$ cat src/rtl/ptt_pkg.sv
// Shared types and codes for the periodic timer table.
`timescale 1ns / 1ps

package ptt_pkg;

   // Operation codes of an input item
   localparam logic [1:0] OP_TICK   = 2'd0;
   localparam logic [1:0] OP_ADD    = 2'd1;
   localparam logic [1:0] OP_DELETE = 2'd2;

   // Result kinds
   localparam logic [2:0] KIND_FIRE     = 3'd0;
   localparam logic [2:0] KIND_ADDED    = 3'd1;
   localparam logic [2:0] KIND_FULL     = 3'd2;
   localparam logic [2:0] KIND_DELETED  = 3'd3;
   localparam logic [2:0] KIND_NOTFOUND = 3'd4;

   typedef struct packed {
      logic [1:0]  op;
      logic [7:0]  timer_id;
      logic [15:0] period;
      logic [15:0] repeat_count;
   } req_type;

   typedef struct packed {
      logic [2:0] kind;
      logic [7:0] fired_id;
      logic       last;
   } rsp_type;

   // One table entry as held in the memory
   typedef struct packed {
      logic [7:0]  ident;
      logic [15:0] period;
      logic [15:0] repeat_count;
      logic [15:0] runs;
      logic [15:0] phase;
   } entry_type;

   typedef enum logic [2:0] {
      ST_IDLE   = 3'b001,
      ST_WALK   = 3'b010,
      ST_FINISH = 3'b100
   } state_type;

endpackage

$ cat src/rtl/periodic_timer_table.sv
// Top level of the periodic timer table: entry memory and walk sequencer.
//
//  channel | ports                      | handshake
//  --------+----------------------------+-----------------------------------
//  request | start, busy, req_item      | taken when start high, busy low
//  result  | rsp_strobe, rsp_item       | one cycle per item, never stalled
//
// An add is handled while idle and its result appears on the next cycle; busy stays low.
// A tick or delete walks the entry memory through its single read port, one
// entry per cycle, with busy high through the walk and the finish state that
// follows it. The final result shows in the first cycle after busy falls.
// Reset clears the entry count and the sequencer; the memory is not cleared.
// The receiver cannot stall; a fire is held only until the next fire or the finish state.
`timescale 1ns / 1ps

module periodic_timer_table
   import ptt_pkg::*;
#(
   parameter int TABLE_DEPTH = 16
) (
   input  logic    clock,
   input  logic    reset,
   input  logic    start,
   output logic    busy,
   input  req_type req_item,
   output logic    rsp_strobe,
   output rsp_type rsp_item
);

   localparam int CNT_W = $clog2(TABLE_DEPTH + 1);
   localparam int IDX_W = (TABLE_DEPTH > 1) ? $clog2(TABLE_DEPTH) : 1;

   // Entry memory
   entry_type entry_mem [TABLE_DEPTH];
   entry_type rd_data_ff;
   logic [IDX_W-1:0] rd_addr;
   logic [IDX_W-1:0] wr_addr;
   logic             wr_en;
   entry_type        wr_data;

   // Control registers
   state_type  state_ff, state_in;
   logic [CNT_W-1:0] count_ff, count_in;
   logic [CNT_W-1:0] proc_ff, proc_in;
   logic [CNT_W-1:0] wptr_ff, wptr_in;
   logic       found_ff, found_in;
   logic       pend_valid_ff, pend_valid_in;
   logic [7:0] pend_id_ff, pend_id_in;
   logic       rsp_strobe_ff, rsp_strobe_in;
   req_type    req_ff, req_in;
   rsp_type    rsp_ff, rsp_in;

   // Walk datapath
   logic [16:0]      phase_inc;
   logic [16:0]      per_eff;
   logic             fire;
   logic [15:0]      runs_next;
   logic             keep;
   logic             match;
   logic [CNT_W-1:0] proc_next;
   logic             walk_last;
   entry_type        entry_new;
   logic             accept;

   assign accept    = start && (state_ff == ST_IDLE);
   assign proc_next = proc_ff + CNT_W'(1);
   assign walk_last = (proc_next == count_ff);

   // Work out the fate of the entry now in hand
   always_comb begin
      phase_inc = {1'b0, rd_data_ff.phase} + 17'd1;
      per_eff   = (rd_data_ff.period == 16'd0) ? 17'd1 : {1'b0, rd_data_ff.period};
      fire      = (req_ff.op == OP_TICK) && (phase_inc >= per_eff);
      runs_next = rd_data_ff.runs + 16'd1;
      match     = (req_ff.op == OP_DELETE) && !found_ff &&
                  (rd_data_ff.ident == req_ff.timer_id);
      entry_new = rd_data_ff;
      keep      = !match;
      if (req_ff.op == OP_TICK) begin
         entry_new.phase = fire ? 16'd0 : phase_inc[15:0];
         if (fire && (rd_data_ff.repeat_count != 16'd0)) begin
            entry_new.runs = runs_next;
            keep = (runs_next < rd_data_ff.repeat_count);
         end
      end
   end

   // Sequencer
   always_comb begin
      state_in      = state_ff;
      count_in      = count_ff;
      proc_in       = proc_ff;
      wptr_in       = wptr_ff;
      found_in      = found_ff;
      pend_valid_in = pend_valid_ff;
      pend_id_in    = pend_id_ff;
      req_in        = req_ff;
      rsp_strobe_in = 1'b0;
      rsp_in        = rsp_ff;
      rd_addr       = '0;
      wr_en         = 1'b0;
      wr_addr       = wptr_ff[IDX_W-1:0];
      wr_data       = entry_new;

      case (state_ff)
         ST_IDLE: begin
            if (accept) begin
               req_in        = req_item;
               proc_in       = '0;
               wptr_in       = '0;
               found_in      = 1'b0;
               pend_valid_in = 1'b0;
               case (req_item.op)
                  OP_ADD: begin
                     rsp_strobe_in   = 1'b1;
                     rsp_in.fired_id = req_item.timer_id;
                     rsp_in.last     = 1'b1;
                     if (count_ff == CNT_W'(TABLE_DEPTH)) begin
                        rsp_in.kind = KIND_FULL;
                     end else begin
                        rsp_in.kind          = KIND_ADDED;
                        wr_en                = 1'b1;
                        wr_addr              = count_ff[IDX_W-1:0];
                        wr_data.ident        = req_item.timer_id;
                        wr_data.period       = (req_item.period == 16'd0) ? 16'd1
                                                                          : req_item.period;
                        wr_data.repeat_count = req_item.repeat_count;
                        wr_data.runs         = 16'd0;
                        wr_data.phase        = 16'd0;
                        count_in             = count_ff + CNT_W'(1);
                     end
                  end
                  OP_TICK, OP_DELETE: begin
                     state_in = (count_ff == '0) ? ST_FINISH : ST_WALK;
                  end
                  default: begin
                     // unused op: drop it
                  end
               endcase
            end
         end

         ST_WALK: begin
            // prefetch the next entry while this one is handled
            rd_addr = proc_next[IDX_W-1:0];
            if (keep) begin
               wr_en   = 1'b1;
               wptr_in = wptr_ff + CNT_W'(1);
            end
            if (match) begin
               found_in = 1'b1;
            end
            if (fire) begin
               // release the previous fire, hold this one until the next fire or the walk ends
               if (pend_valid_ff) begin
                  rsp_strobe_in   = 1'b1;
                  rsp_in.kind     = KIND_FIRE;
                  rsp_in.fired_id = pend_id_ff;
                  rsp_in.last     = 1'b0;
               end
               pend_valid_in = 1'b1;
               pend_id_in    = rd_data_ff.ident;
            end
            proc_in = proc_next;
            if (walk_last) begin
               count_in = keep ? (wptr_ff + CNT_W'(1)) : wptr_ff;
               state_in = ST_FINISH;
            end
         end

         ST_FINISH: begin
            state_in = ST_IDLE;
            if (req_ff.op == OP_DELETE) begin
               rsp_strobe_in   = 1'b1;
               rsp_in.kind     = found_ff ? KIND_DELETED : KIND_NOTFOUND;
               rsp_in.fired_id = req_ff.timer_id;
               rsp_in.last     = 1'b1;
            end else if (pend_valid_ff) begin
               rsp_strobe_in   = 1'b1;
               rsp_in.kind     = KIND_FIRE;
               rsp_in.fired_id = pend_id_ff;
               rsp_in.last     = 1'b1;
            end
         end

         default: begin
            state_in = ST_IDLE;
         end
      endcase
   end

   // Memory write and registered read
   always_ff @(posedge clock) begin
      if (wr_en) begin
         entry_mem[wr_addr] <= wr_data;
      end
      rd_data_ff <= entry_mem[rd_addr];
   end

   // Control state
   always_ff @(posedge clock) begin
      if (reset) begin
         state_ff      <= ST_IDLE;
         count_ff      <= '0;
         rsp_strobe_ff <= 1'b0;
         pend_valid_ff <= 1'b0;
         found_ff      <= 1'b0;
      end else begin
         state_ff      <= state_in;
         count_ff      <= count_in;
         rsp_strobe_ff <= rsp_strobe_in;
         pend_valid_ff <= pend_valid_in;
         found_ff      <= found_in;
      end
   end

   // Payload registers
   always_ff @(posedge clock) begin
      proc_ff    <= proc_in;
      wptr_ff    <= wptr_in;
      pend_id_ff <= pend_id_in;
      req_ff     <= req_in;
      rsp_ff     <= rsp_in;
   end

   assign busy       = (state_ff != ST_IDLE);
   assign rsp_strobe = rsp_strobe_ff;
   assign rsp_item   = rsp_ff;

endmodule

$ cat config.mk
export PLATFORM = sky130hd
export DESIGN_NAME = periodic_timer_table
export DESIGN_NICKNAME = d
export VERILOG_FILES = /design/src/rtl/ptt_pkg.sv /design/src/rtl/periodic_timer_table.sv
export SDC_FILE = /design/constraint.sdc
export NUM_CORES = 2
export LEC_CHECK = 0
export ABC_AREA = 0
export BUFFER_PORTS_ARGS = -buffer_cell sky130_fd_sc_hd__buf_2
export CORE_UTILIZATION = 40
export DETAILED_ROUTE_END_ITERATION = 7
export GPL_ROUTABILITY_DRIVEN = 0
export PLACE_DENSITY = 0.56
export SKIP_LAST_GASP = 1
export SLEW_MARGIN = 20
export SYNTH_ARGS = -nofsm -noshare
export SYNTH_HDL_FRONTEND = slang
export SYNTH_SLANG_ARGS = --single-unit
$ cat constraint.sdc
create_clock -name clock -period 13.95 [get_ports clock]
set_clock_uncertainty 0.15 [all_clocks]
set_input_delay 2.79 -clock clock [delete_from_list [all_inputs] [get_ports clock]]
set_output_delay 2.79 -clock clock [all_outputs]
set_load 0.01 [all_outputs]
==> impl_metrics.py <==
metrics = {
    "floorplan": {
        "dieHeight_um": 363,
        "initial_core_util_pct": 40.6,
        "row_count": 131,
        "die_w_um": 363,
        "io_pins": 59,
        "dieArea_sq_um": 132000,
        "core_area_sq_um": 128000,
    },
    "synth": {
        "synth_compound_area_share_pct": 10.9,
        "synth.ff_latch_count": 1275,
        "syn-num-nets": 3506,
        "syn_avg_cell_area_sq_um": 15.2,
        "ys_types": 59,
        "synthMuxAreaShare_pct": 9.27,
        "syn_inst": 3424,
        "synth-adder-area-share_pct": 0.889,
        "ys_async_sr_fraction_pct": 0,
        "ys_warn_count": 0,
        "synth-xor-area-share_pct": 1.33,
        "synth_top_family_by_area": "compound AO/OA/AOI/OAI gates",
        "synth_edf_count": 1192,
        "syn_area_sq_um": 52100,
        "ys_seq_area_share_pct": 72.0,
        "synth-simple-area-share_pct": 3.47,
        "ys.flop_type": "edfxtp_1",
    },
    "sta": {
        "finalSetupViolations": 0,
        "max_freq_mhz": 145,
        "tightest_slew_ns": 1.14,
        "tns_ns": 0,
        "hold_viol": 0,
        "slew-limit-headroom_pct": 23.6,
        "slew_viol_final": 0,
        "post-route-period-util_pct": 49.6,
        "final.min_clock_period_ns": 6.91,
        "rsz0062_at_grt": "false",
    },
    "placement": {
        "dp_hpwl_um": 71200,
        "port_buffers": 58,
    },
    "clock_tree": {
        "path_clk_slew_ns": 0.06,
        "cts_made_buffers": 131,
        "cts_root_buffer": "clkbuf_16",
        "clockBufferDepth": 3,
        "clock-sinks": 1275,
        "ctsResizeCount": 0,
        "cts_setup_buffers": 0,
        "htreeDepth": 4,
        "insertion_delay_ns": 0.78,
        "cts_tree": "done",
        "cts_hold_buf": 0,
    },
    "finish": {
        "layout_common_cells": "edfxtp_1 (1,192), a21oi_1 (379), mux2_2 (298)",
        "layout_commonest_cell": "edfxtp_1",
        "layout.nets": 3548,
        "layout-drive-gt1-share_pct": 19.2,
        "syn2layout_area_growth_pct": 12.8,
    },
    "route": {
        "drt_iter0_drc": 3142,
        "vias_per_cell": 5.67,
        "wl_per_cell_um": 25.1,
        "drc_errors": 0,
        "drtAntennaViolNets": 0,
        "postRouteWirelength_um": 133000,
        "dr.pass1.iters": 5,
        "vias": 30049,
    },
    "flow_run": {
        "cap_violations": 0,
    },
    "grt": {
        "grt_max_degree": 149,
        "antenna_found_initial": 4,
        "grt_pass1_wl_um": 197000,
        "grt.overflow.total": 0,
        "grt_pass1_vias": 29214,
        "grt.total_usage_pct": 20.2,
    },
    "worst_setup_path": {
        "critPathLaunchType": "input pin",
        "cp.arrival_ns": 7.14,
        "r2r_slack_ns": 7.12,
        "r2r_cells": 18,
        "r2r_start": "rd_data_ff[16]",
        "required_ns": 14.18,
        "endpoint_kind": "flip-flop",
        "cp_max_fo": 57,
        "worstReg2RegEnd": "entry_mem[1][15]",
        "crit_type": "input pin to flip-flop",
        "crit_start": "start",
    },
    "power": {
        "vdd_drop_max_mv": 0.124,
        "p_leak_nw": 18.4,
        "total_power_mw": 8.22,
        "power.density_nw_per_um2": 140,
    },
    "run_status": {
        "status": "finished clean",
    },
    "hold_path": {
        "min_from": "entry_new[66]",
        "min_to": "pend_id_ff[2]",
        "hold_path_depth": 0,
        "hp-class": "flip-flop to flip-flop",
    },
}
==> cell usage after synthesis, types with 3 or more instances <==
cell / n / area (sq um)
ha_1: 37 / 463
nand2b_1: 11 / 68.8
nor3_1: 18 / 90.1
mux2i_1: 147 / 1470
o22ai_1: 75 / 469
buf_4: 6 / 45.0
o21ai_0: 109 / 546
a21o_1: 4 / 30.0
nor4_1: 13 / 81.3
o31ai_1: 73 / 548
o211ai_1: 72 / 541
nand3_1: 25 / 125
clkbuf_1: 175 / 657
o21a_1: 3 / 22.5
or3_1: 4 / 25.0
and2_1: 5 / 31.3
nor2_1: 140 / 526
buf_2: 33 / 165
inv_1: 46 / 173
a222oi_1: 9 / 90.1
and4_4: 3 / 33.8
nor3b_1: 4 / 30.0
xnor2_1: 38 / 333
dfxtp_1: 83 / 1660
nor2_2: 3 / 18.8
nor2b_1: 6 / 37.5
o21ai_1: 6 / 30.0
and3_1: 5 / 31.3
xor2_1: 41 / 359
a221oi_1: 145 / 1270
a31oi_1: 6 / 37.5
mux2_2: 298 / 3360
buf_1: 24 / 90.1
a21oi_1: 380 / 1900
nand2_1: 145 / 544
nand4_1: 15 / 93.8
edfxtp_1: 1192 / 35800
==> power by group <==
part	switching (mW)	total [mW]	internal [mW]
clock network	1.45	3.42	1.97
registers	0.0264	4.28	4.25
logic	0.367	0.523	0.156
==> worst max path at each step <==
stage	endpoint	slack (ns)	depth (start not counted)
after detailed placement	entry_mem[0][33]	6.20	10
after CTS	entry_mem[0][23]	7.02	10
after global placement	entry_mem[0][33]	6.31	10
final	entry_mem[1][15]	7.04	8
after floorplan	entry_mem[8][0]	4.32	7
after global routing	entry_mem[1][0]	6.75	18
==> per-stage QoR <==
stage               util [%]  setup WS [ns]  cells  instance area [sq um]  hold WS, ns
finish                  45.7           7.04   5301                  58700        0.327
global route            45.7           6.75   5300                  58700        0.347
CTS                     45.7           7.02   5300                  58700        0.334
detailed placement      42.4           6.20   5062                  54500        0.320
global placement        42.4           6.31   5062                  54500        0.317
floorplan                  -           4.32   3424                  52100        0.296
==> sequential cells by signal (all words and copies together) (netlist names) <==
signal / flops
proc_ff: 5
count_ff: 5
found_ff: 1
pend_id_ff: 8
pend_valid_ff: 1
entry_mem: 1152
state_ff: 3
rsp_item: 12
wptr_ff: 5
entry_new: 40
req_ff: 10
rsp_strobe: 1
rd_data_ff: 32
==> per-layer routing <==
layer	vias to the layer above	global-route usage, %	part of all wire (%)
li1	13564	-	-
met4	2	4.82	1.7
met5	-	0	0.0098
met1	15331	30.3	47
met3	158	3.78	6.9
met2	994	30.3	45
==> cell families after synthesis <==
group / after synthesis
simple gates: 404
buf+inv: 287
xor+xnor: 79
flops: 1275
mux: 445
compound gates: 897
fa+ha+maj: 37
==> critical path: stages <==
cell and delay, ns:
buf_2 0.09, and2_1 0.50, nand3b_1 0.28, nor2b_4 0.74, mux2i_1 0.68, nand2_1 0.41
nor2_4 0.64, buf_4 0.93
==> layout make-up <==
class,instances,area [sq um]
clock buffer,200,3890
sequential,1275,37500
antenna,1,2.50
inverter,48,188
timing repair buffer,148,1040
multi-input combinational,1862,13600
fill,11240,69600
tap,1729,2160
clock inverter,38,314
No activity file was read; power rests on OpenSTA's default activity.
